**src/rtl/rbm_pkg.sv**
```systemverilog
// Shared types and constants for the ROM bank mapper.
// Holds default geometry, opcodes, register indexes, reset values, stream widths
// and the slot-table rebuild request. No dependencies; used by every file but rbm_ram.
package rbm_pkg;

  // Default geometry
  localparam int SLOT_COUNT_DEF     = 8;
  localparam int MAX_BANKS_DEF      = 32;
  localparam int OFFSET_BITS_DEF    = 13;
  localparam int BANK_BITS_DEF      = 8;

  // Fixed field widths
  localparam int OPCODE_W   = 2;
  localparam int ADDR_W     = 16;
  localparam int DATA_W     = 8;
  localparam int ROM_IDX_W  = 18;
  localparam int IN_TDATA_W = 48;  // 42 payload bits padded to whole bytes
  localparam int OUT_TDATA_W = 8;

  // Configuration port
  localparam int CFG_IDX_W  = 3;
  localparam int CFG_DATA_W = 8;

  // Register reset values
  localparam logic [2:0] MAP_BEGIN_RST  = 3'd2;
  localparam logic [2:0] MAP_END_RST    = 3'd5;
  localparam logic [4:0] FIRST_BANK_RST = 5'd0;
  localparam logic [5:0] NUM_BANKS_RST  = 6'd32;
  localparam logic       FIXED_MAP_RST  = 1'b0;
  localparam logic [7:0] BLANK_FILL_RST = 8'hFF;

  typedef enum logic [OPCODE_W-1:0] {
    OP_READ  = 2'd0,
    OP_WRITE = 2'd1,
    OP_LOAD  = 2'd2,
    OP_RSVD  = 2'd3
  } opcode_e;

  typedef enum logic [CFG_IDX_W-1:0] {
    CFG_MAP_BEGIN  = 3'd0,
    CFG_MAP_END    = 3'd1,
    CFG_FIRST_BANK = 3'd2,
    CFG_NUM_BANKS  = 3'd3,
    CFG_FIXED_MAP  = 3'd4,
    CFG_BLANK_FILL = 3'd5
  } cfg_idx_e;

  // Request to rebuild the slot table from the layout registers
  typedef struct packed {
    logic       init;
    logic [2:0] map_begin;
    logic [2:0] map_end;
    logic [4:0] first_bank;
  } slot_init_t;

endpackage

```
**src/rtl/rbm_slot_map.sv**
```systemverilog
// Per-slot bank table: bank number and mapped bit for each slot.
// Rebuilt from the layout registers at reset and on every register write.
// Depends on rbm_pkg.
module rbm_slot_map #(
  parameter int SLOT_COUNT = rbm_pkg::SLOT_COUNT_DEF,
  parameter int MAX_BANKS  = rbm_pkg::MAX_BANKS_DEF,
  parameter int BANK_W     = rbm_pkg::BANK_BITS_DEF,
  localparam int SLOT_W = $clog2(SLOT_COUNT)
) (
  input  logic                clk_i,
  input  logic                rst_ni,
  input  rbm_pkg::slot_init_t init_i,
  input  logic                wr_en_i,
  input  logic [SLOT_W-1:0]   wr_slot_i,
  input  logic [BANK_W-1:0]   wr_bank_i,
  input  logic [SLOT_W-1:0]   rd_slot_i,
  output logic                rd_mapped_o,
  output logic [BANK_W-1:0]   rd_bank_o
);
  import rbm_pkg::*;

  // {mapped, bank} for one slot after a table rebuild
  function automatic logic [BANK_W:0] init_entry(int unsigned idx, logic [2:0] first,
                                                 logic [2:0] last, logic [4:0] entry);
    logic [9:0] nxt;
    logic       in_rng;
    nxt    = 10'(entry) + 10'(idx) - 10'(first);
    in_rng = (idx >= 32'(first)) && (idx <= 32'(last));
    return {in_rng && (nxt < 10'(MAX_BANKS)), nxt[BANK_W-1:0]};
  endfunction

  logic [SLOT_COUNT-1:0] mapped_q;
  logic [BANK_W-1:0]     bank_q [SLOT_COUNT];

  for (genvar s = 0; s < SLOT_COUNT; s++) begin : g_slot
    logic [BANK_W:0] rst_val;
    logic [BANK_W:0] init_val;
    assign rst_val  = init_entry(s, MAP_BEGIN_RST, MAP_END_RST, FIRST_BANK_RST);
    assign init_val = init_entry(s, init_i.map_begin, init_i.map_end, init_i.first_bank);

    // Rebuild wins over a bank switch write
    always_ff @(posedge clk_i or negedge rst_ni) begin
      if (!rst_ni) begin
        mapped_q[s] <= rst_val[BANK_W];
        bank_q[s]   <= rst_val[BANK_W-1:0];
      end else if (init_i.init) begin
        mapped_q[s] <= init_val[BANK_W];
        bank_q[s]   <= init_val[BANK_W-1:0];
      end else if (wr_en_i && (wr_slot_i == SLOT_W'(s))) begin
        mapped_q[s] <= 1'b1;
        bank_q[s]   <= wr_bank_i;
      end
    end
  end

  // Look up the addressed slot
  assign rd_mapped_o = mapped_q[rd_slot_i];
  assign rd_bank_o   = bank_q[rd_slot_i];

endmodule

```
**config.mk**
```make
export PLATFORM = sky130hd
export DESIGN_NAME = rbm_slot_map
export DESIGN_NICKNAME = d
export VERILOG_FILES = /design/src/rtl/rbm_pkg.sv /design/src/rtl/rbm_slot_map.sv
export SDC_FILE = /design/constraint.sdc
export NUM_CORES = 1
export LEC_CHECK = 0
export BUFFER_PORTS_ARGS = -buffer_cell sky130_fd_sc_hd__buf_2
export CAP_MARGIN = 10
export CORE_UTILIZATION = 25
export DETAILED_ROUTE_END_ITERATION = 10
export PLACE_DENSITY_LB_ADDON = 0.05
export SKIP_LAST_GASP = 1
export SYNTH_ARGS = -nofsm -noshare
export SYNTH_HDL_FRONTEND = slang
export SYNTH_SLANG_ARGS = --single-unit
export TNS_END_PERCENT = 50
```
**constraint.sdc**
```tcl
create_clock -name clk_i -period 1.25 [get_ports clk_i]
set_input_delay 0.125 -clock clk_i [delete_from_list [all_inputs] [get_ports clk_i]]
set_output_delay 0.125 -clock clk_i [all_outputs]
set_load 0.005 [all_outputs]
```
Word-level counts from Yosys, hierarchy flattened
Cells that the tools add are included.
- bits of input ports: 29
- output and inout port bits: 9
- register bits: 72
- order comparisons: 24
- multiplexer cells: 37
- add/sub/neg operators: 15
- bitwise logic cells: 1
- equal/unequal tests: 7
- reduce and logical (&&, ||, !) cells: 31
- operator list (operator ; count):
    8-bit two-way mux ; 18
    10-bit by 6-bit < comparator with 1-bit output (second input constant) ; 8
    6-bit by 3-bit subtractor with 7-bit output ; 7
    5-bit by 3-bit adder with 6-bit output (second input constant) ; 4
    8-bit binary-select mux with 3-bit select ; 1
    1-bit logical AND ; 22
    1-bit two-way mux ; 17
    2-bit nonzero test ; 8
    5-bit by 2-bit adder with 6-bit output (second input constant) ; 2
    3-bit == test (second input constant) ; 4
    3-bit less-or-equal comparator (first input constant) ; 4
    3-bit greater-or-equal comparator (first input constant) ; 3
    5-bit by 1-bit adder with 6-bit output (second input constant) ; 1
    3-bit by 2-bit == test with 1-bit output (second input constant) ; 2
    1-bit by 3-bit greater-or-equal comparator with 1-bit output (first input constant) ; 2
    2-bit by 3-bit greater-or-equal comparator with 1-bit output (first input constant) ; 2
    2-bit by 3-bit less-or-equal comparator with 1-bit output (first input constant) ; 2
    5-bit by 3-bit subtractor with 6-bit output ; 1
    4-bit greater-or-equal comparator (second input constant) ; 1
    3-bit by 4-bit < comparator with 1-bit output (second input constant) ; 1
    3-bit NOT with 4-bit output ; 1
    1-bit binary-select mux with 3-bit select ; 1
    3-bit by 1-bit == test with 1-bit output (second input constant) ; 1
    1-bit by 3-bit less-or-equal comparator with 1-bit output (first input constant) ; 1
    3-bit logical NOT ; 1

Logic depth before layout (Yosys ltp)
- depth in word-level cells: 5
- mapped depth: 11
- mapped depth without buffers: 11

Worst setup path after synthesis
Ideal clock, no wire load.
- kind: input-to-reg
- from: in init_i[1] (netlist name)
- to: reg mapped_q[6]
- path slack: -794 ps
- arrival time: 1922 ps
- buffers on the path: 0
- stages on the path: 11
- setup time: 122 ps
- cells stage by stage: inv_1 > ha_1 > inv_1 > ha_1 > inv_1 > fa_1 > nand2b_1 > a21oi_1 > nor2_1 > xnor2_1 > a32o_1
- cells in the longest elaborated chain, start to end: 5
- ends and longest elaborated chain (item ; line ; RTL):
    start, declared ; rbm_slot_map.sv:12 ; input rbm_pkg::slot_init_t init_i,
    5-bit by 3-bit adder with 6-bit output ; rbm_slot_map.sv:27 ; nxt = 10'(entry) + 10'(idx) - 10'(first);
    6-bit by 3-bit subtractor with 7-bit output ; rbm_slot_map.sv:27 ;
    10-bit by 6-bit < comparator with 1-bit output ; rbm_slot_map.sv:29 ; return {in_rng && (nxt < 10'(MAX_BANKS)), nxt[BANK_W-1:0]};
    1-bit logical AND ; rbm_slot_map.sv:29 ;
    1-bit two-way mux ; rbm_slot_map.sv:46 ; end else if (init_i.init) begin
    end signal, assigned by index ; rbm_slot_map.sv:44 ; mapped_q[s] <= rst_val[BANK_W];
    end signal, assigned by index ; rbm_slot_map.sv:47 ; mapped_q[s] <= init_val[BANK_W];
    end, declared ; rbm_slot_map.sv:32 ; logic [SLOT_COUNT-1:0] mapped_q;
Every way passes these cells.
A chain may end at the register's enable or synchronous reset.

Final worst setup path
- from: reg mapped_q[0]
- to: out rd_mapped_o
- cells in the longest elaborated chain, start to end: 2
- ends and longest elaborated chain (item ; line ; RTL):
    1-bit binary-select mux with 3-bit select ; rbm_slot_map.sv:57 ; assign rd_mapped_o = mapped_q[rd_slot_i];
    1-bit two-way mux (implied by the code) ; rbm_slot_map.sv:57 ;
    end, declared ; rbm_slot_map.sv:17 ; output logic rd_mapped_o,
Every way passes these cells. The select of a mux whose other input is x is not followed.

==> impl_metrics.toml <==
[critical_path]
arrival_ns = 1.63
crit_fanout = 2
start_kind = "register"
cp.required_ns = 1.12
endpoint_kind = "output pin"
cpMaxStageDelayCell = "mux4_2"
critPathKind = "register to output pin"
slowest_delay_ns = 0.47
cp_cell_sequence = "mux4_2 > mux2_4 > buf_6"

[yosys]
synth_top_area_share_pct = 23.25
synth-seq-cells = 72
synth_ff_type = "dfrtp_1"
syn_nets = 537
synth_area_leaders = "dfrtp_1 23%, dfstp_2 14%, mux4_1 9.6%, mux2i_1 7.3%, ha_1 5.6%"
yosys_warnings = 0
ys_types = 53
syn_area_per_cell_sq_um = 10.25
synth.most_common_cell = "dfrtp_1"
async_reset_ff_share_pct = 100.0
synth.cell_area_sq_um = 4951
synth_commonest_cells = "46 x dfrtp_1, 42 x o21ai_0, 41 x a21oi_1"
seq_area_frac_synth_pct = 37.05
synth-edff-count = 0
postSynthCellCount = 483
yosysTopAreaCell = "dfrtp_1"

[routing]
route.detailed.drc = 0
vias = 4285
routed_via_density = 4.688
wirelength_um = 18240
drtIter0Drc = 201
drtPass1Iterations = 4
antenna_left = 0
post_drt_wl_per_cell_um = 19.96

[layout]
fin_util_pct = 39.16
drive_gt1_share_pct = 52.85
fillCellCount = 1951
syn_to_final_growth_pct = 53.93
final_nets = 698
layout.cells.non_filler = 914
stdcell_area_sq_um = 7621
num_antenna_cells = 0

[power_and_ir_drop]
leakage_nw = 3.364
ir_drop_mv = 0.4815
p_per_area_nw_per_um2 = 1127
finalPower_w = 0.008586

[timing]
setup_viol = 56
finalWorstSetupSlack_ns = -0.5069
period_share_pct = 140.6
skew_ns = 0
hold_viol_final = 0
rsz0062_at_grt = "yes"
setup_tns_ns = -11.24
min_period_ns = 1.757
max_freq_ghz = 0.5692
slew_headroom_pct = 68.69
maxSlewViolCount = 0
worst_pin_slew_ns = 0.4686

[clocking]
cts-root-buf = "clkbuf_16"
clock_latency_ns = 0.34
cts_max_level = 3
cts_tree = "done"
cts.sinks = 72
cts_buffers = 9
clk_pin_slew_worst_paths_ns = 0.06
cts_max_path_buffers = 2

[outcome]
violations = "setup timing"
outcome = "finished with violations"

[place]
port_buffers = 37
place_hpwl_um = 13340
post_dp_cell_area_sq_um = 6446
gp_congestion = 0.8365
dp_cells = 868

[floorplan]
die-height_um = 142.7
dieArea_sq_um = 20370
start_util_pct = 25.44
row_count = 51
core_sq_um = 19460
ios = 38
dieWidth_um = 142.7

[global_routing]
grt_use_total_pct = 18.75
met1_usage_pct = 26.06
grt_max_degree = 73
use_met3_pct = 2.012
grt-busiest-layer = "met2"
grt.overflow.total = 0
grt_pass1_vias = 4454
grt_pass1_wl_um = 27470
antenna_found_initial = 0
use_met2_pct = 29.85

[hold_path]
hold_class = "input port to register"

[job]
cap_violations = 0
==> layer usage <==
| metal | vias up | part of all wire (%) |
|---|---|---|
| met5 | - | 0 |
| met4 | 0 | 2.0 |
| met3 | 19 | 1.8 |
| met2 | 65 | 47 |
| met1 | 2148 | 49 |
| li1 | 2053 | - |
==> path summary, 6_finish.rpt <==
check	from	end	slack, ns	cells after the start
min	init_i[7]	mapped_q[4]	0.12	3
max reg2reg	bank_q[56]	bank_q[56]	0.21	4
max	mapped_q[0]	rd_mapped_o	-0.51	3
max in group asynchronous	rst_ni	bank_q[0]	0.53	3
min in group asynchronous	rst_ni	bank_q[12]	0.35	3
min reg2reg	bank_q[31]	bank_q[31]	0.52	1
==> power by group <==
group	switching [W]	leakage (nW)	internal (W)
Clock	0.00110	0.138	0.00155
Sequential	0.000184	0.836	0.00275
Combinational	0.00136	2.39	0.00165
Total	0.00265	3.36	0.00594
==> registers in the layout, indices dropped and copies added, names as in the netlist <==
| signal | count |
|---|---|
| bank_q | 64 |
| mapped_q | 8 |
==> critical path: cells and delay by family, from the launching register on <==
kind	cells	cell delay, ns
buf+inv	1	0.12
mux	2	0.76
flops	1	0.41
==> final cells by class <==
cell class | instances | area (sq um) | area share (%)
multi-input cells | 350 | 3420 | 44.87
flip-flops and latches | 72 | 1834 | 24.07
repair buffers | 187 | 1610 | 21.13
well taps | 265 | 331.6 | 4.351
clock buffers | 9 | 225.2 | 2.955
inverters | 24 | 128.9 | 1.691
clock inverters | 7 | 71.32 | 0.9358
==> logic make-up after synthesis <==
| logic type | count (synthesis) | synth area share [%] |
|---|---|---|
| mux | 65 | 19.33 |
| buf+inv | 61 | 5.737 |
| xor+xnor | 26 | 4.599 |
| simple gates | 101 | 10.03 |
| compound gates | 133 | 16.48 |
| fa+ha+maj | 25 | 6.773 |
| flops | 72 | 37.05 |
==> per-stage QoR <==
stage	setup WS, ns	hold WS [ns]
final	-0.5069	0.1218
after global routing	-0.5498	0.1202
after CTS	-0.5272	0.09790
after detailed placement	-0.8152	0.2013
after global placement	-0.7866	0.1987
after floorplan	-0.5655	-0.1706
==> cell usage in the layout (no fill, tap or decap), drive strengths merged, types with 10 or more instances in the layout <==
cell and count:
buf 186, dfrtp 46, o21ai 44, a21oi 41, mux2i 36, nand2 36
dfstp 26, nor2 25, ha 22, inv 22, mux4 18, xnor2 16
mux2 11, a211oi 11, nor2b 10, a21o 10, xor2 10
==> timing repair <==
item	in CTS	in global routing
hold buffers	1	0
pin swaps	30	33
gates resized for setup	99	64
setup buffers	15	17
gates cloned	0	0
endpoints found under the setup margin	61	62
hold endpoints to repair	46	0
Note: power is estimated with default switching activity, not from simulation.
